$ cat config.mk
export PLATFORM = sky130hd
export DESIGN_NAME = sliding_window_sender
export DESIGN_NICKNAME = d
export VERILOG_FILES = /design/src/rtl/core/sws_pkg.sv /design/src/rtl/core/sliding_window_sender.sv /design/src/rtl/core/sws_front.sv /design/src/rtl/core/sws_queue.sv /design/src/rtl/core/sws_back.sv
export SDC_FILE = /design/constraint.sdc
export NUM_CORES = 1
export LEC_CHECK = 0
export ABC_CLOCK_PERIOD_IN_PS = 7800
export BUFFER_PORTS_ARGS = -buffer_cell sky130_fd_sc_hd__clkbuf_2
export CORE_MARGIN = 2
export CORE_UTILIZATION = 46
export CTS_BUF_LIST = sky130_fd_sc_hd__clkbuf_16
export DETAILED_ROUTE_END_ITERATION = 8
export SYNTH_ARGS = -nofsm -noshare
export SYNTH_HDL_FRONTEND = slang
export SYNTH_SLANG_ARGS = --single-unit
$ cat constraint.sdc
create_clock -name i_clk -period 7.8 [get_ports i_clk]
set_clock_uncertainty 0.05 [all_clocks]
set_input_delay 0.39 -clock i_clk [delete_from_list [all_inputs] [get_ports i_clk]]
set_output_delay 0.39 -clock i_clk [all_outputs]
set_load 0.01 [all_outputs]
$ cat src/rtl/core/sws_pkg.sv
package sws_pkg;

    localparam int SEQ_W  = 32;
    localparam int LEN_W  = 11;
    localparam int CMD_W  = 2;
    localparam int ACT_W  = 3;
    localparam int SLOT_W = 3;
    localparam int OUTS_W = 4;
    localparam int TICK_W = 16;
    localparam int LIM_W  = 16;

    localparam logic [TICK_W-1:0] RETRY_RESET = 16'd120;

    localparam logic [CMD_W-1:0] CMD_SEND = 2'd0;
    localparam logic [CMD_W-1:0] CMD_ACK  = 2'd1;
    localparam logic [CMD_W-1:0] CMD_TICK = 2'd2;

    localparam int Q_DEPTH = 2;
    localparam int Q_PTR_W = $clog2(Q_DEPTH);

    typedef enum logic [1:0] {
        OP_SEND,
        OP_ACK,
        OP_TICK
    } t_op;

    typedef enum logic [ACT_W-1:0] {
        ACT_TX      = 3'd0,
        ACT_RETX    = 3'd1,
        ACT_ACK_OK  = 3'd2,
        ACT_ACK_IGN = 3'd3,
        ACT_FULL    = 3'd4
    } t_action;

    typedef struct packed {
        t_op               op;
        logic [LEN_W-1:0]  len;
        logic [SEQ_W-1:0]  ack_no;
    } t_qentry;

    typedef enum logic [3:0] {
        ST_IDLE,
        ST_SEND,
        ST_ACK_CHK,
        ST_ACK_RD,
        ST_ACK_CMP,
        ST_ACK_IGN,
        ST_TICK,
        ST_RETX_RD,
        ST_RETX_OUT
    } t_state;

endpackage

$ cat src/rtl/core/sliding_window_sender.sv
// Per item: a send emits a transmit result, or a full result when the window is full;
// an ack reads and compares window entries from the head and emits an ok result on a match,
// else an ignore result, also when the window is empty or the ack is below base; plain tick, no result.
// Expiry: a tick that expires the timer retransmits every outstanding entry, head first.
// One item runs at a time, a stalled output holds it; a 2-entry queue keeps taking input until full.
// Reset (sync, active low): window, queue, seq numbers, timer, output valid cleared; timeout 120.
module sliding_window_sender
    import sws_pkg::*;
#(
    parameter int WINDOW_DEPTH = 8,
    parameter int MAX_SEG_LEN  = 1024
) (
    input  logic               i_clk,
    input  logic               i_rst_n,
    input  logic               i_cfg_we,
    input  logic [TICK_W-1:0]  i_cfg_wdata,
    input  logic               i_in_valid,
    output logic               o_in_ready,
    input  logic [CMD_W-1:0]   i_cmd,
    input  logic [LEN_W-1:0]   i_seg_len,
    input  logic [SEQ_W-1:0]   i_ack_no,
    output logic               o_out_valid,
    input  logic               i_out_ready,
    output logic [ACT_W-1:0]   o_action,
    output logic [SEQ_W-1:0]   o_seq_no,
    output logic [LEN_W-1:0]   o_seg_length,
    output logic [SLOT_W-1:0]  o_slot,
    output logic [OUTS_W-1:0]  o_outstanding,
    output logic               o_timer_on,
    output logic               o_last
);

    logic    q_push;
    logic    q_pop;
    logic    q_full;
    logic    q_empty;
    t_qentry q_in;
    t_qentry q_out;

    sws_front #(
        .MAX_SEG_LEN (MAX_SEG_LEN)
    ) u_front (
        .i_in_valid (i_in_valid),
        .i_cmd      (i_cmd),
        .i_seg_len  (i_seg_len),
        .i_ack_no   (i_ack_no),
        .i_q_full   (q_full),
        .o_in_ready (o_in_ready),
        .o_push     (q_push),
        .o_entry    (q_in)
    );

    sws_queue u_queue (
        .i_clk   (i_clk),
        .i_rst_n (i_rst_n),
        .i_push  (q_push),
        .i_entry (q_in),
        .i_pop   (q_pop),
        .o_entry (q_out),
        .o_full  (q_full),
        .o_empty (q_empty)
    );

    sws_back #(
        .WINDOW_DEPTH (WINDOW_DEPTH)
    ) u_back (
        .i_clk         (i_clk),
        .i_rst_n       (i_rst_n),
        .i_cfg_we      (i_cfg_we),
        .i_cfg_wdata   (i_cfg_wdata),
        .i_q_empty     (q_empty),
        .i_q_entry     (q_out),
        .o_q_pop       (q_pop),
        .i_out_ready   (i_out_ready),
        .o_out_valid   (o_out_valid),
        .o_action      (o_action),
        .o_seq_no      (o_seq_no),
        .o_seg_length  (o_seg_length),
        .o_slot        (o_slot),
        .o_outstanding (o_outstanding),
        .o_timer_on    (o_timer_on),
        .o_last        (o_last)
    );

endmodule

$ cat src/rtl/core/sws_front.sv
module sws_front
    import sws_pkg::*;
#(
    parameter int MAX_SEG_LEN = 1024
) (
    input  logic              i_in_valid,
    input  logic [CMD_W-1:0]  i_cmd,
    input  logic [LEN_W-1:0]  i_seg_len,
    input  logic [SEQ_W-1:0]  i_ack_no,
    input  logic              i_q_full,
    output logic              o_in_ready,
    output logic              o_push,
    output t_qentry           o_entry
);

    localparam logic [LIM_W-1:0] MaxLen = LIM_W'(MAX_SEG_LEN);

    logic keep;

    always_comb begin
        o_entry.op     = OP_TICK;
        o_entry.len    = i_seg_len;
        o_entry.ack_no = i_ack_no;
        keep           = 1'b0;
        unique case (i_cmd)
            CMD_SEND: begin
                o_entry.op = OP_SEND;
                keep       = (i_seg_len != '0);
                if (LIM_W'(i_seg_len) > MaxLen) begin
                    o_entry.len = MaxLen[LEN_W-1:0];
                end
            end
            CMD_ACK: begin
                o_entry.op = OP_ACK;
                keep       = 1'b1;
            end
            CMD_TICK: begin
                o_entry.op = OP_TICK;
                keep       = 1'b1;
            end
            default: begin
                keep = 1'b0;
            end
        endcase
    end

    assign o_in_ready = !i_q_full;
    assign o_push     = i_in_valid && !i_q_full && keep;

endmodule

$ cat src/rtl/core/sws_queue.sv
module sws_queue
    import sws_pkg::*;
(
    input  logic    i_clk,
    input  logic    i_rst_n,
    input  logic    i_push,
    input  t_qentry i_entry,
    input  logic    i_pop,
    output t_qentry o_entry,
    output logic    o_full,
    output logic    o_empty
);

    t_qentry              r_mem [Q_DEPTH];
    logic [Q_PTR_W-1:0]   r_wr_ptr;
    logic [Q_PTR_W-1:0]   r_rd_ptr;
    logic [Q_PTR_W:0]     r_count;

    assign o_full  = (r_count == (Q_PTR_W+1)'(Q_DEPTH));
    assign o_empty = (r_count == '0);
    assign o_entry = r_mem[r_rd_ptr];

    always_ff @(posedge i_clk) begin
        if (i_push) begin
            r_mem[r_wr_ptr] <= i_entry;
        end
    end

    always_ff @(posedge i_clk) begin
        if (!i_rst_n) begin
            r_wr_ptr <= '0;
            r_rd_ptr <= '0;
            r_count  <= '0;
        end else begin
            if (i_push) begin
                r_wr_ptr <= r_wr_ptr + Q_PTR_W'(1);
            end
            if (i_pop) begin
                r_rd_ptr <= r_rd_ptr + Q_PTR_W'(1);
            end
            unique case ({i_push, i_pop})
                2'b10:   r_count <= r_count + (Q_PTR_W+1)'(1);
                2'b01:   r_count <= r_count - (Q_PTR_W+1)'(1);
                default: r_count <= r_count;
            endcase
        end
    end

endmodule

$ cat src/rtl/core/sws_back.sv
module sws_back
    import sws_pkg::*;
#(
    parameter int WINDOW_DEPTH = 8
) (
    input  logic               i_clk,
    input  logic               i_rst_n,
    input  logic               i_cfg_we,
    input  logic [TICK_W-1:0]  i_cfg_wdata,
    input  logic               i_q_empty,
    input  t_qentry            i_q_entry,
    output logic               o_q_pop,
    input  logic               i_out_ready,
    output logic               o_out_valid,
    output logic [ACT_W-1:0]   o_action,
    output logic [SEQ_W-1:0]   o_seq_no,
    output logic [LEN_W-1:0]   o_seg_length,
    output logic [SLOT_W-1:0]  o_slot,
    output logic [OUTS_W-1:0]  o_outstanding,
    output logic               o_timer_on,
    output logic               o_last
);

    localparam int IDX_W = (WINDOW_DEPTH > 1) ? $clog2(WINDOW_DEPTH) : 1;
    localparam int CNT_W = $clog2(WINDOW_DEPTH + 1);
    localparam int SUM_W = IDX_W + CNT_W + 1;
    localparam logic [CNT_W-1:0] Depth = CNT_W'(WINDOW_DEPTH);

    function automatic logic [IDX_W-1:0] wrap_add(input logic [IDX_W-1:0] a,
                                                  input logic [CNT_W-1:0] b);
        logic [SUM_W-1:0] s;
        s = SUM_W'(a) + SUM_W'(b);
        if (s >= SUM_W'(WINDOW_DEPTH)) begin
            s = s - SUM_W'(WINDOW_DEPTH);
        end
        return s[IDX_W-1:0];
    endfunction

    function automatic logic [SLOT_W-1:0] to_slot(input logic [CNT_W-1:0] v);
        logic [SLOT_W+CNT_W-1:0] e;
        e = (SLOT_W+CNT_W)'(v);
        return e[SLOT_W-1:0];
    endfunction

    function automatic logic [OUTS_W-1:0] to_outs(input logic [CNT_W-1:0] v);
        logic [OUTS_W+CNT_W-1:0] e;
        e = (OUTS_W+CNT_W)'(v);
        return e[OUTS_W-1:0];
    endfunction

    logic [SEQ_W-1:0] r_seq_mem [WINDOW_DEPTH];
    logic [LEN_W-1:0] r_len_mem [WINDOW_DEPTH];
    logic [SEQ_W-1:0] r_rd_seq;
    logic [LEN_W-1:0] r_rd_len;

    t_state             r_state, n_state;
    t_qentry            r_cur, n_cur;
    logic [IDX_W-1:0]   r_head, n_head;
    logic [CNT_W-1:0]   r_occ, n_occ;
    logic [IDX_W-1:0]   r_idx, n_idx;
    logic [SEQ_W-1:0]   r_next_seq, n_next_seq;
    logic [SEQ_W-1:0]   r_base_seq, n_base_seq;
    logic [SEQ_W-1:0]   r_head_seq, n_head_seq;
    logic               r_timer_on, n_timer_on;
    logic [TICK_W-1:0]  r_timer_left, n_timer_left;
    logic [TICK_W-1:0]  r_retry;

    logic               r_out_valid;
    t_action            r_out_action;
    logic [SEQ_W-1:0]   r_out_seq;
    logic [LEN_W-1:0]   r_out_len;
    logic [SLOT_W-1:0]  r_out_slot;
    logic [OUTS_W-1:0]  r_out_outs;
    logic               r_out_timer;
    logic               r_out_last;

    logic               emit;
    t_action            e_action;
    logic [SEQ_W-1:0]   e_seq;
    logic [LEN_W-1:0]   e_len;
    logic [SLOT_W-1:0]  e_slot;
    logic [OUTS_W-1:0]  e_outs;
    logic               e_timer;
    logic               e_last;

    logic               wr_en;
    logic [IDX_W-1:0]   wr_addr;
    logic               rd_en;
    logic [IDX_W-1:0]   rd_addr;

    logic               out_free;
    logic               occ_full;
    logic [SUM_W-1:0]   idx_plus;
    logic               idx_last;
    logic               ack_hit;
    logic               ack_pre;
    logic               tick_expire;
    logic [CNT_W-1:0]   occ_keep;

    assign out_free    = !r_out_valid || i_out_ready;
    assign occ_full    = (r_occ == Depth);
    assign idx_plus    = SUM_W'(r_idx) + SUM_W'(1);
    assign idx_last    = (idx_plus == SUM_W'(r_occ));
    assign ack_hit     = ((r_rd_seq + SEQ_W'(r_rd_len)) == r_cur.ack_no);
    assign ack_pre     = (r_occ != '0) && (r_cur.ack_no >= r_base_seq);
    assign tick_expire = (r_timer_left <= TICK_W'(1));
    assign occ_keep    = r_occ - idx_plus[CNT_W-1:0];

    always_comb begin
        n_state = r_state;
        unique case (r_state)
            ST_IDLE: begin
                if (!i_q_empty) begin
                    unique case (i_q_entry.op)
                        OP_SEND: n_state = ST_SEND;
                        OP_ACK:  n_state = ST_ACK_CHK;
                        OP_TICK: n_state = ST_TICK;
                        default: n_state = ST_IDLE;
                    endcase
                end
            end
            ST_SEND: begin
                if (out_free) begin
                    n_state = ST_IDLE;
                end
            end
            ST_ACK_CHK: n_state = ack_pre ? ST_ACK_RD : ST_ACK_IGN;
            ST_ACK_RD:  n_state = ST_ACK_CMP;
            ST_ACK_CMP: begin
                priority if (ack_hit) begin
                    if (out_free) begin
                        n_state = ST_IDLE;
                    end
                end else if (idx_last) begin
                    n_state = ST_ACK_IGN;
                end else begin
                    n_state = ST_ACK_RD;
                end
            end
            ST_ACK_IGN: begin
                if (out_free) begin
                    n_state = ST_IDLE;
                end
            end
            ST_TICK: begin
                if (r_timer_on && tick_expire && (r_occ != '0)) begin
                    n_state = ST_RETX_RD;
                end else begin
                    n_state = ST_IDLE;
                end
            end
            ST_RETX_RD: n_state = ST_RETX_OUT;
            ST_RETX_OUT: begin
                if (out_free) begin
                    n_state = idx_last ? ST_IDLE : ST_RETX_RD;
                end
            end
            default: n_state = ST_IDLE;
        endcase
    end

    always_comb begin
        n_cur        = r_cur;
        n_head       = r_head;
        n_occ        = r_occ;
        n_idx        = r_idx;
        n_next_seq   = r_next_seq;
        n_base_seq   = r_base_seq;
        n_head_seq   = r_head_seq;
        n_timer_on   = r_timer_on;
        n_timer_left = r_timer_left;
        o_q_pop      = 1'b0;
        wr_en        = 1'b0;
        wr_addr      = wrap_add(r_head, r_occ);
        rd_en        = 1'b0;
        rd_addr      = wrap_add(r_head, CNT_W'(r_idx));
        emit         = 1'b0;
        e_action     = ACT_ACK_IGN;
        e_seq        = '0;
        e_len        = '0;
        e_slot       = '0;
        e_outs       = to_outs(r_occ);
        e_timer      = r_timer_on;
        e_last       = 1'b1;
        unique case (r_state)
            ST_IDLE: begin
                o_q_pop = !i_q_empty;
                n_cur   = i_q_entry;
            end
            ST_SEND: begin
                if (out_free) begin
                    emit = 1'b1;
                    if (occ_full) begin
                        e_action = ACT_FULL;
                    end else begin
                        wr_en      = 1'b1;
                        n_occ      = r_occ + CNT_W'(1);
                        n_next_seq = r_next_seq + SEQ_W'(r_cur.len);
                        if (r_occ == '0) begin
                            n_base_seq   = r_next_seq;
                            n_head_seq   = r_next_seq;
                            n_timer_on   = 1'b1;
                            n_timer_left = r_retry;
                        end else begin
                            n_base_seq = r_head_seq;
                        end
                        e_action = ACT_TX;
                        e_seq    = r_next_seq;
                        e_len    = r_cur.len;
                        e_slot   = to_slot(r_occ);
                        e_outs   = to_outs(r_occ + CNT_W'(1));
                        e_timer  = 1'b1;
                    end
                end
            end
            ST_ACK_CHK: begin
                n_idx = '0;
            end
            ST_ACK_RD: begin
                rd_en = 1'b1;
            end
            ST_ACK_CMP: begin
                if (ack_hit) begin
                    if (out_free) begin
                        emit       = 1'b1;
                        n_occ      = occ_keep;
                        n_head     = wrap_add(r_head, idx_plus[CNT_W-1:0]);
                        n_base_seq = r_rd_seq;
                        n_head_seq = r_cur.ack_no;
                        n_timer_on = r_timer_on && (occ_keep != '0);
                        e_action   = ACT_ACK_OK;
                        e_seq      = r_rd_seq;
                        e_slot     = to_slot(CNT_W'(r_idx));
                        e_outs     = to_outs(occ_keep);
                        e_timer    = r_timer_on && (occ_keep != '0);
                    end
                end else if (!idx_last) begin
                    n_idx = r_idx + IDX_W'(1);
                end
            end
            ST_ACK_IGN: begin
                emit = out_free;
            end
            ST_TICK: begin
                n_idx = '0;
                if (r_timer_on) begin
                    n_timer_left = tick_expire ? r_retry : r_timer_left - TICK_W'(1);
                end
            end
            ST_RETX_RD: begin
                rd_en = 1'b1;
            end
            ST_RETX_OUT: begin
                if (out_free) begin
                    emit     = 1'b1;
                    e_action = ACT_RETX;
                    e_seq    = r_rd_seq;
                    e_len    = r_rd_len;
                    e_slot   = to_slot(CNT_W'(r_idx));
                    e_last   = idx_last;
                    if (!idx_last) begin
                        n_idx = r_idx + IDX_W'(1);
                    end
                end
            end
            default: begin
                n_cur = r_cur;
            end
        endcase
    end

    always_ff @(posedge i_clk) begin
        if (wr_en) begin
            r_seq_mem[wr_addr] <= r_next_seq;
            r_len_mem[wr_addr] <= r_cur.len;
        end
        if (rd_en) begin
            r_rd_seq <= r_seq_mem[rd_addr];
            r_rd_len <= r_len_mem[rd_addr];
        end
    end

    always_ff @(posedge i_clk) begin
        r_cur <= n_cur;
        if (emit) begin
            r_out_action <= e_action;
            r_out_seq    <= e_seq;
            r_out_len    <= e_len;
            r_out_slot   <= e_slot;
            r_out_outs   <= e_outs;
            r_out_timer  <= e_timer;
            r_out_last   <= e_last;
        end
    end

    always_ff @(posedge i_clk) begin
        if (!i_rst_n) begin
            r_state      <= ST_IDLE;
            r_head       <= '0;
            r_occ        <= '0;
            r_idx        <= '0;
            r_next_seq   <= '0;
            r_base_seq   <= '0;
            r_head_seq   <= '0;
            r_timer_on   <= 1'b0;
            r_timer_left <= '0;
            r_retry      <= RETRY_RESET;
            r_out_valid  <= 1'b0;
        end else begin
            r_state      <= n_state;
            r_head       <= n_head;
            r_occ        <= n_occ;
            r_idx        <= n_idx;
            r_next_seq   <= n_next_seq;
            r_base_seq   <= n_base_seq;
            r_head_seq   <= n_head_seq;
            r_timer_on   <= n_timer_on;
            r_timer_left <= n_timer_left;
            if (i_cfg_we) begin
                r_retry <= i_cfg_wdata;
            end
            if (emit) begin
                r_out_valid <= 1'b1;
            end else if (i_out_ready) begin
                r_out_valid <= 1'b0;
            end
        end
    end

    assign o_out_valid   = r_out_valid;
    assign o_action      = r_out_action;
    assign o_seq_no      = r_out_seq;
    assign o_seg_length  = r_out_len;
    assign o_slot        = r_out_slot;
    assign o_outstanding = r_out_outs;
    assign o_timer_on    = r_out_timer;
    assign o_last        = r_out_last;

`ifndef SYNTHESIS
    a_occ_bound: assert property (@(posedge i_clk) disable iff (!i_rst_n)
        r_occ <= Depth)
        else $error("window occupancy above depth");

    a_timer_tracks_occ: assert property (@(posedge i_clk) disable iff (!i_rst_n)
        r_timer_on == (r_occ != '0))
        else $error("retransmit timer out of step with window");

    a_walk_in_range: assert property (@(posedge i_clk) disable iff (!i_rst_n)
        (r_state == ST_RETX_OUT || r_state == ST_ACK_CMP) |-> (SUM_W'(r_idx) < SUM_W'(r_occ)))
        else $error("window walk beyond outstanding entries");

    a_no_overwrite: assert property (@(posedge i_clk) disable iff (!i_rst_n)
        (r_out_valid && !i_out_ready) |-> !emit)
        else $error("result loaded over a pending transfer");
`endif

endmodule
==> results of run 1 <==
kinds of logic (layout without fill, tap and decap cells):
group | after synthesis | after routing | share of synthesized area (%)
flops | 724 | 724 | 64.55
simple gates | 529 | 529 | 8.165
compound gates | 370 | 370 | 7.869
mux | 233 | 233 | 11.32
buf+inv | 195 | 416 | 2.624
fa+ha+maj | 79 | 79 | 3.295
xor+xnor | 78 | 78 | 2.178
power by group through the flow:
stage / Sequential [mW] / Combinational, mW / Clock (mW)
5_1_grt: 5.31 / 2.81 / 3.87
6_report: 5.27 / 2.55 / 3.65
3_5_place_dp: 5.35 / 2.53 / 0
4_1_cts: 5.26 / 2.57 / 3.72
3_3_place_gp: 5.32 / 2.50 / 0
2_1_floorplan: 5.11 / 1.83 / 0
stage by stage:
stage / instances / power, mW / instance area, um2 / utilization, % / setup slack [ps]
after detailed placement: 3114 / 7.878 / 32900 / 48.81 / 2525
after floorplan: 2208 / 6.946 / 31370 / - / 1654
after global routing: 3302 / 11.99 / 35900 / 53.26 / 2280
after CTS: 3302 / 11.56 / 35900 / 53.26 / 2502
final: 3302 / 11.47 / 35900 / 53.26 / 2520
after global placement: 3114 / 7.826 / 32900 / 48.81 / 2628
worst paths after layout:
check / start / endpoint / slack, ps / depth (start not counted)
setup / recovery: u_back.r_rd_seq[6]$_DFFE_PP_ / u_back.o_seq_no[28]$_DFFE_PP_ / 2520 / 12
hold / removal: i_seg_len[7] / u_queue.r_mem[1][39]$_DFFE_PP_ / 60 / 2
setup reg to reg: u_back.r_rd_seq[6]$_DFFE_PP_ / u_back.o_seq_no[28]$_DFFE_PP_ / 2520 / 12
hold reg to reg: u_back.r_head_seq[16]$_SDFFE_PN0P_ / u_back.r_head_seq[16]$_SDFFE_PN0P_ / 410 / 2
critical path, stage by stage (launching register included):
cell      delay [ps]
edfxtp_1         450
ha_1             500
and3_2           270
nand3_1           70
or4_1            550
and2_4           230
mux2i_1          120
or4_4            560
nor4_4           590
nand2_1          300
nor2_1           170
a211o_2          420
buf_4            550
cells in the final DEF (no fill, tap or decap), types with 7 or more instances in the layout:
cell type	count
xnor2_1	55
a22o_1	45
a31oi_1	10
clkinv_2	10
edfxtp_1	575
nor3_1	22
nand2_1	99
o21ai_0	85
clkinv_1	16
nand4_1	21
or3_1	13
or2_2	7
and3_1	9
xor2_1	22
mux2i_1	33
a211oi_1	13
nor4_1	10
clkbuf_2	121
nand2b_1	10
bufinv_16	12
dlygate4sd3_1	49
a21o_1	8
a21oi_1	83
clkbuf_16	76
and2_1	19
mux2_2	114
ha_1	72
buf_4	35
o31ai_1	66
inv_1	87
dfxtp_1	148
nor2_1	167
mux4_2	86
nand3_1	100
per-layer routing:
metal  routed length, um  GRT usage, %  up-vias
met1               34840         32.01     9691
met2               37100         35.85      653
met4                1265         5.680        0
li1                    -             -     8768
met5                   0             0        -
met3                5015         3.268       86
flip-flops by register name (all words and copies together) (netlist names), 11 cells and up, named ones only:
name                 count
u_back.r_seq_mem       256
u_queue.r_mem           90
u_back.r_len_mem        88
u_back.r_cur            43
u_back.o_seq_no         32
u_back.r_base_seq       32
u_back.r_head_seq       32
u_back.r_next_seq       32
u_back.r_rd_seq         32
u_back.r_retry          16
u_back.r_timer_left     16
u_back.o_seg_length     11
u_back.r_rd_len         11
area by class of cell:
| cell class | count | area, um2 |
|---|---|---|
| inverters | 72 | 270.3 |
| well taps | 873 | 1092 |
| multi-input cells | 1289 | 10420 |
| clock buffers | 76 | 1902 |
| fillers | 5451 | 31500 |
| repair buffers | 205 | 1359 |
| flip-flops and latches | 724 | 20250 |
| clock inverters | 63 | 605.6 |
==> impl_metrics.json, run 1 <==
{
  "status": "complete, no violations",
  "start_kind": "flip-flop",
  "final_nets": 2512,
  "syn_inst": 2208,
  "synth_top_cell_by_area": "edfxtp_1",
  "ys.flop_type": "edfxtp_1",
  "power_frac_comb_pct": 22.3,
  "worst_pin_slew_ps": 1130,
  "dieWidth_um": 265.1,
  "cts_tree": "built",
  "synth.avg_cell_area_um2": 14.21,
  "post_cts_resized": 0,
  "grt_setup_unrepaired": "no",
  "synth_cell_type_count": 77,
  "synth_nets": 2353,
  "cp_max_fo": 40,
  "vdd.ir_drop.worst_uv": 199.4,
  "synth_edf_count": 575,
  "grt_max_degree": 99,
  "clkPwrFrac_pct": 31.8,
  "antenna_found_initial": 2,
  "drt_first_pass_iters": 5,
  "track_usage_pct": 22.28,
  "power.density_nw_per_um2": 319.5,
  "cts-htree-levels": 3,
  "clock-root-buffer": "clkbuf_16",
  "synth_area_leaders": "edfxtp_1 (55%), dfxtp_1 (9.5%), mux4_2 (6.2%)",
  "ios": 123,
  "p_seq_share_pct": 45.9,
  "numPortBuffers": 122,
  "synth_top_area_share_pct": 55.04,
  "initial_core_util_pct": 46.55,
  "clk_latency_ps": 630,
  "period_share_pct": 67.69,
  "synth_top_cells_by_count": "edfxtp_1 (575), nor2_1 (173), dfxtp_1 (149), mux2_2 (114), nand3_1 (100)",
  "wirelength_mm": 78.22,
  "synth_area_um2": 31370,
  "cts.sinks": 724,
  "setup_tns_ps": 0,
  "worst_setup_path_end_kind": "flip-flop",
  "ys_seq_elements": 724,
  "synth_most_common_cell": "edfxtp_1",
  "rows": 95,
  "maxCapViolCount": 0,
  "netSwitchingPower_mw": 3.504,
  "crit_type": "reg2reg",
  "final_layout_size_suffix_gt1_share_pct": 21.16,
  "drc": 0,
  "clockBufferDepth": 3,
  "worst_ep_arrival_time_ps": 5490,
  "wl_per_cell_um": 23.69,
  "post-dp-hpwl_mm": 51.34,
  "gp_congestion": 0.8973,
  "fmaxAchievable_ghz": 0.1894,
  "cp.required_ps": 8010,
  "final_hold_viol_count": 0,
  "cts-buffers-inserted": 75,
  "hold_ws_ps": 63.72,
  "synthArstFlopShare_pct": 0,
  "relSlewSlack_pct": 23.64,
  "die-area_um2": 70300,
  "cts.reportedPaths.clkPinSlew_ps": 60,
  "grt_pass1_wl_mm": 117.6,
  "grt-ovfl-total": 0,
  "vias_per_cell": 5.814,
  "vias": 19198,
  "yosysWarnings": 0,
  "p_leak_nw": 12.40,
  "drv_slew": 0,
  "ys_seq_area_share_pct": 64.55,
  "internal_power_mw": 7.965,
  "swShare_pct": 30.55,
  "setup_viol": 0,
  "holdBufCountCts": 49,
  "antenna_cells": 0,
  "core_area_um2": 67400,
  "area_delta_synth_final_pct": 14.43,
  "min_path_type": "in2reg",
  "drt_iter0_drc": 1484,
  "final.min_clock_period_ps": 5280,
  "fp.dieH_um": 265.1,
  "grt_pass1_vias": 19125,
  "ant_nets": 0,
  "postCtsSetupBuffers": 0
}
No activity file was read; power rests on OpenSTA's default activity.
==> inputs of run 2 (changes only) <==
--- a/config.mk
+++ b/config.mk
@@ -5,7 +5,7 @@
 export SDC_FILE = /design/constraint.sdc
 export NUM_CORES = 1
 export LEC_CHECK = 0
-export ABC_CLOCK_PERIOD_IN_PS = 7800
+export ABC_CLOCK_PERIOD_IN_PS = 4200
 export BUFFER_PORTS_ARGS = -buffer_cell sky130_fd_sc_hd__clkbuf_2
 export CORE_MARGIN = 2
 export CORE_UTILIZATION = 46
==> constraint.sdc (replaced) <==
create_clock -name i_clk -period 4.2 [get_ports i_clk]
set_clock_uncertainty 0.05 [all_clocks]
set_input_delay 0.21 -clock i_clk [delete_from_list [all_inputs] [get_ports i_clk]]
set_output_delay 0.21 -clock i_clk [all_outputs]
set_load 0.01 [all_outputs]
==> impl_metrics.json, run 2 (synthesis gave the netlist of run 1 again) <==
{
  "status": "finished with violations",
  "die-area_um2": 70300,
  "drv_slew": 0,
  "fmaxAchievable_ghz": 0.2473,
  "area_delta_synth_final_pct": 15.99,
  "drc": 0,
  "grt_pass1_vias": 19146,
  "top_regs": "u_back.r_seq_mem x256, u_queue.r_mem x90, u_back.r_len_mem x88",
  "track_usage_pct": 22.96,
  "final_area_um2": 36390,
  "clockBufferDepth": 3,
  "power.density_nw_per_um2": 578.2,
  "maxCapViolCount": 0,
  "p_seq_share_pct": 46.5,
  "vias": 19592,
  "wirelength_mm": 80.90,
  "vdd.ir_drop.worst_uv": 351.9,
  "drt_iter0_drc": 1628,
  "clkPwrFrac_pct": 30.3,
  "clock-root-buffer": "clkbuf_16",
  "final.min_clock_period_ps": 4044,
  "cp.required_ps": 4450,
  "ant_nets": 0,
  "swShare_pct": 31.09,
  "worst_setup_path_end_kind": "flip-flop",
  "final_common_cell": "edfxtp_1",
  "grt_pass1_wl_mm": 120.6,
  "holdPathEnd": "u_back.r_retry[3]$_SDFFE_PN1P_",
  "place_area_um2": 33350,
  "grt-ovfl-total": 0,
  "cts-buffers-inserted": 77,
  "ios": 123,
  "final_nets": 2569,
  "final_cell_mix": "edfxtp_1 (575), nor2_1 (167), dfxtp_1 (148)",
  "setup_tns_ps": 0,
  "initial_core_util_pct": 46.55,
  "period_share_pct": 96.28,
  "wl_per_cell_um": 24.08,
  "internal_power_mw": 14.50,
  "vias_per_cell": 5.831,
  "worst_ep_arrival_time_ps": 4290,
  "min_path_type": "in2reg",
  "dieWidth_um": 265.1,
  "ff2ff_path_depth": 14,
  "power_frac_comb_pct": 23.1,
  "startpoint": "u_back.r_rd_len[6]$_DFFE_PP_",
  "numPortBuffers": 122,
  "cts.sinks": 724,
  "setup_viol": 0,
  "hold_ws_ps": -1.868,
  "start_kind": "flip-flop",
  "r2r-end": "u_back.o_seq_no[31]$_DFFE_PP_",
  "netSwitchingPower_mw": 6.540,
  "fp.dieH_um": 265.1,
  "final_hold_viol_count": 2,
  "gp_congestion": 0.9206,
  "fillers": 5433,
  "relSlewSlack_pct": 37.31,
  "post-dp-hpwl_mm": 53.15,
  "cp_max_fo": 37,
  "final_layout_size_suffix_gt1_share_pct": 22.32,
  "fin_util_pct": 53.99,
  "crit_type": "reg2reg",
  "r2r_start": "u_back.r_rd_len[6]$_DFFE_PP_",
  "min_path_cells": 2,
  "violations": "hold timing",
  "cts-htree-levels": 3,
  "cts.reportedPaths.clkPinSlew_ps": 60,
  "largest-register": "u_back.r_seq_mem",
  "clk_latency_ps": 620,
  "rows": 95,
  "grt_setup_unrepaired": "no",
  "cts_tree": "built",
  "p_leak_nw": 12.58,
  "largest_reg_flops": 256,
  "min-delay-start": "i_rst_n",
  "core_area_um2": 67400,
  "r2r_setup_slack_ps": 160,
  "antenna_found_initial": 1,
  "grt_max_degree": 113,
  "worst_pin_slew_ps": 940.4,
  "antenna_cells": 0,
  "drt_first_pass_iters": 5
}
## run 2: power by group through the flow
| stage | Sequential, mW | Clock [mW] | Combinational, mW |
|---|---|---|---|
| CTS | 9.78 | 6.53 | 4.87 |
| global route | 9.86 | 6.80 | 5.33 |
| global placement | 9.89 | 0 | 4.75 |
| finish | 9.79 | 6.38 | 4.87 |
| detailed placement | 9.93 | 0 | 4.79 |
| floorplan | 9.46 | 0 | 3.42 |
## run 2: metrics by stage
step	worst slack, ps	cells	power, mW
6_report	156.3	3360	21.04
4_1_cts	181.7	3357	21.18
3_5_place_dp	-24.44	3154	14.71
5_1_grt	6.559	3360	21.99
3_3_place_gp	2.345	3154	14.63
2_1_floorplan	-1072	2208	12.88
## run 2: timing repair
| item | in CTS | in global routing |
|---|---|---|
| hold buffers | 60 | 0 |
| hold endpoints to repair | 104 | 0 |
| buffers inserted | 1 | 3 |
| gates resized for setup | 0 | 5 |
| pin swaps | 1 | 1 |
| setup endpoints to repair | 38 | 85 |
## run 2: worst max-delay path by stage
stage                                   endpoint  slack (ps)  depth (start not counted)
2_1_floorplan   u_back.r_len_mem[2][0]$_DFFE_PP_       -1070                          8
3_3_place_gp       u_back.o_seq_no[14]$_DFFE_PP_           2                         12
3_5_place_dp       u_back.o_seq_no[14]$_DFFE_PP_         -20                         12
4_1_cts        u_back.o_outstanding[0]$_DFFE_PP_         180                         13
5_1_grt            u_back.o_seq_no[30]$_DFFE_PP_           7                         14
6_report           u_back.o_seq_no[31]$_DFFE_PP_         160                         14
## run 2: area by class of cell
| type | instances | area (um2) | area share [%] |
|---|---|---|---|
| Clock inverter | 64 | 425.4 | 1.169 |
| Timing Repair Buffer | 260 | 1914 | 5.261 |
| Inverter | 72 | 270.3 | 0.7428 |
| Tap cell | 873 | 1092 | 3.002 |
| Multi-Input combinational cell | 1289 | 10480 | 28.81 |
| Sequential cell | 724 | 20250 | 55.66 |
| Clock buffer | 78 | 1952 | 5.364 |
## run 2: per-layer routing
metal / up-vias / wire, um / GRT usage, %
li1: 8892 / - / -
met1: 9908 / 35630 / 33.21
met2: 700 / 38180 / 36.33
met3: 92 / 5549 / 3.694
met4: 0 / 1548 / 6.047
met5: - / 0 / 0
## run 2: worst max-delay path, stage by stage, from the launching register on
cell and delay (ps):
edfxtp_1 410, ha_1 330, buf_4 170, a21oi_2 190, o21ai_0 220, o21ai_4 270
and2_4 200, mux2i_1 70, or4_4 560, nor4_4 270, buf_4 210, nand2_1 150
nor2_1 160, a211o_4 190, buf_16 210
==> inputs of run 3 (changes only) <==
--- a/config.mk
+++ b/config.mk
@@ -11,6 +11,7 @@
 export CORE_UTILIZATION = 46
 export CTS_BUF_LIST = sky130_fd_sc_hd__clkbuf_16
 export DETAILED_ROUTE_END_ITERATION = 8
+export REMOVE_ABC_BUFFERS = 1
 export SYNTH_ARGS = -nofsm -noshare
 export SYNTH_HDL_FRONTEND = slang
 export SYNTH_SLANG_ARGS = --single-unit
==> impl_metrics.json, run 3 (synthesis gave the netlist of run 1 again) <==
{
  "startpoint": "u_back.r_rd_seq[0]$_DFFE_PP_",
  "cts.sinks": 724,
  "fillers": 5439,
  "r2r-end": "u_back.o_seq_no[8]$_DFFE_PP_",
  "rows": 95,
  "final.min_clock_period_ps": 4027,
  "clock-root-buffer": "clkbuf_16",
  "status": "complete, no violations",
  "ant_nets": 0,
  "final_common_cell": "edfxtp_1",
  "start_kind": "flip-flop",
  "internal_power_mw": 14.41,
  "power_frac_comb_pct": 23.6,
  "r2r_start": "u_back.r_rd_seq[0]$_DFFE_PP_",
  "maxCapViolCount": 0,
  "drt_iter0_drc": 1578,
  "netSwitchingPower_mw": 6.638,
  "wirelength_mm": 81.74,
  "vdd.ir_drop.worst_uv": 417.0,
  "cts-buffers-inserted": 76,
  "grt_max_degree": 66,
  "dieWidth_um": 265.1,
  "post-dp-hpwl_mm": 51.90,
  "final_hold_viol_count": 0,
  "critPathMaxStageDelay_ps": 470,
  "grt_pass1_wl_mm": 121.0,
  "path_cells": "ha_1, fa_1, nand3_1, nand4_1, and3_2, o2111ai_1, mux2i_1, nand4_1, nor3b_2, buf_4, nand3_4, a21oi_4, buf_4, a22o_1",
  "die-area_um2": 70300,
  "largest-register": "u_back.r_seq_mem",
  "gp_congestion": 0.9023,
  "wl_per_cell_um": 24.50,
  "setup_viol": 0,
  "power.density_nw_per_um2": 581.1,
  "fmaxAchievable_ghz": 0.2483,
  "clk_latency_ps": 630,
  "area_delta_synth_final_pct": 15.46,
  "p_leak_nw": 12.48,
  "fin_util_pct": 53.74,
  "drv_slew": 0,
  "multiInputGateArea_um2": 10470,
  "ff2ff_path_depth": 14,
  "drc": 0,
  "numPortBuffers": 122,
  "r2r_setup_slack_ps": 170,
  "relSlewSlack_pct": 31.46,
  "cts-htree-levels": 3,
  "grt_pass1_vias": 19197,
  "place_ws_ps": 58.16,
  "grt_setup_unrepaired": "no",
  "clockBufferDepth": 3,
  "core_area_um2": 67400,
  "antenna_found_initial": 0,
  "setup_tns_ps": 0,
  "cp_max_fo": 15,
  "period_share_pct": 95.87,
  "largest_reg_flops": 256,
  "top_regs": "u_back.r_seq_mem x256, u_queue.r_mem x90, u_back.r_len_mem x88",
  "fin_ws_ps": 173.4,
  "cp_num_buf_inv": 2,
  "track_usage_pct": 23.08,
  "p_seq_share_pct": 46.3,
  "cts_tree": "built",
  "crit_end": "u_back.o_seq_no[8]$_DFFE_PP_",
  "vias_per_cell": 5.823,
  "final_layout_size_suffix_gt1_share_pct": 21.76,
  "seq_area_um2": 20250,
  "cp.required_ps": 4640,
  "swShare_pct": 31.54,
  "final_nets": 2549,
  "cp_top_family": "simple AND/OR/NAND/NOR gates",
  "grt-ovfl-total": 0,
  "critPathSlowestCell": "fa_1",
  "final_cell_mix": "edfxtp_1 (575), nor2_1 (166), dfxtp_1 (148)",
  "worst_pin_slew_ps": 1028,
  "worst_setup_path_end_kind": "flip-flop",
  "postCtsSetupBuffers": 0,
  "ios": 123,
  "antenna_cells": 0,
  "drt_first_pass_iters": 8,
  "cts.reportedPaths.clkPinSlew_ps": 60,
  "fp.dieH_um": 265.1,
  "min_path_type": "in2reg",
  "vias": 19424,
  "clkPwrFrac_pct": 30.1,
  "initial_core_util_pct": 46.55,
  "worst_ep_arrival_time_ps": 4460,
  "crit_type": "reg2reg",
  "power_mw": 21.05,
  "cp.depth": 14
}
[run 3: changes by cell type in the layout (fill, tap and decap cells not counted), moves of 2 or more]
cell,delta
buf_4,-24
buf_12,+4
clkinvlp_4,-3
nor4_2,+3
nor4_4,-3
buf_16,-2
buf_6,+2
inv_16,+2
[run 3: per-stage QoR]
step	cells	cell area, um2	hold WS [ps]
global route	3336	36220	33.23
CTS	3335	36140	1.509
global placement	3138	33210	348.3
detailed placement	3138	33210	352.7
floorplan	2085	30820	221.9
finish	3336	36220	36.92
[run 3: per-layer routing]
layer / track usage [%] / part of all wire [%]
met1: 31.56 / 43
met5: 0 / 0
met4: 6.123 / 2.2
met3: 3.138 / 5.0
met2: 38.99 / 49
[run 3: what timing repair did]
item	CTS	global route
gates resized for setup	0	13
hold buffers	60	0
endpoints found under the hold margin	104	0
endpoints found under the setup margin	0	114
[run 3: worst min-delay path by stage]
stage	slack, ps	from	to	depth (start not counted)
2_1_floorplan	220	i_rst_n	u_back.r_retry[3]$_SDFFE_PN1P_	1
3_3_place_gp	350	i_ack_no[0]	u_queue.r_mem[0][0]$_DFFE_PP_	1
3_5_place_dp	350	i_ack_no[1]	u_queue.r_mem[0][1]$_DFFE_PP_	1
4_1_cts	2	i_rst_n	u_back.r_retry[5]$_SDFFE_PN1P_	2
5_1_grt	30	i_rst_n	u_back.r_retry[5]$_SDFFE_PN1P_	2
6_report	40	i_rst_n	u_back.r_retry[5]$_SDFFE_PN1P_	2
[run 3: power groups by stage]
stage / clock network, mW / registers, mW / logic, mW
2_1_floorplan: 0 / 9.51 / 3.28
3_3_place_gp: 0 / 9.84 / 4.77
3_5_place_dp: 0 / 9.88 / 4.87
4_1_cts: 6.47 / 9.73 / 4.95
5_1_grt: 6.74 / 9.81 / 5.42
6_report: 6.34 / 9.74 / 4.96
[run 3: final cells by class]
class                           count  area share [%]
Multi-Input combinational cell   1289           28.91
Clock inverter                     61           1.178
Timing Repair Buffer              241           4.988
Inverter                           72          0.7461
Sequential cell                   724           55.91
Clock buffer                       76           5.251
Tap cell                          873           3.016
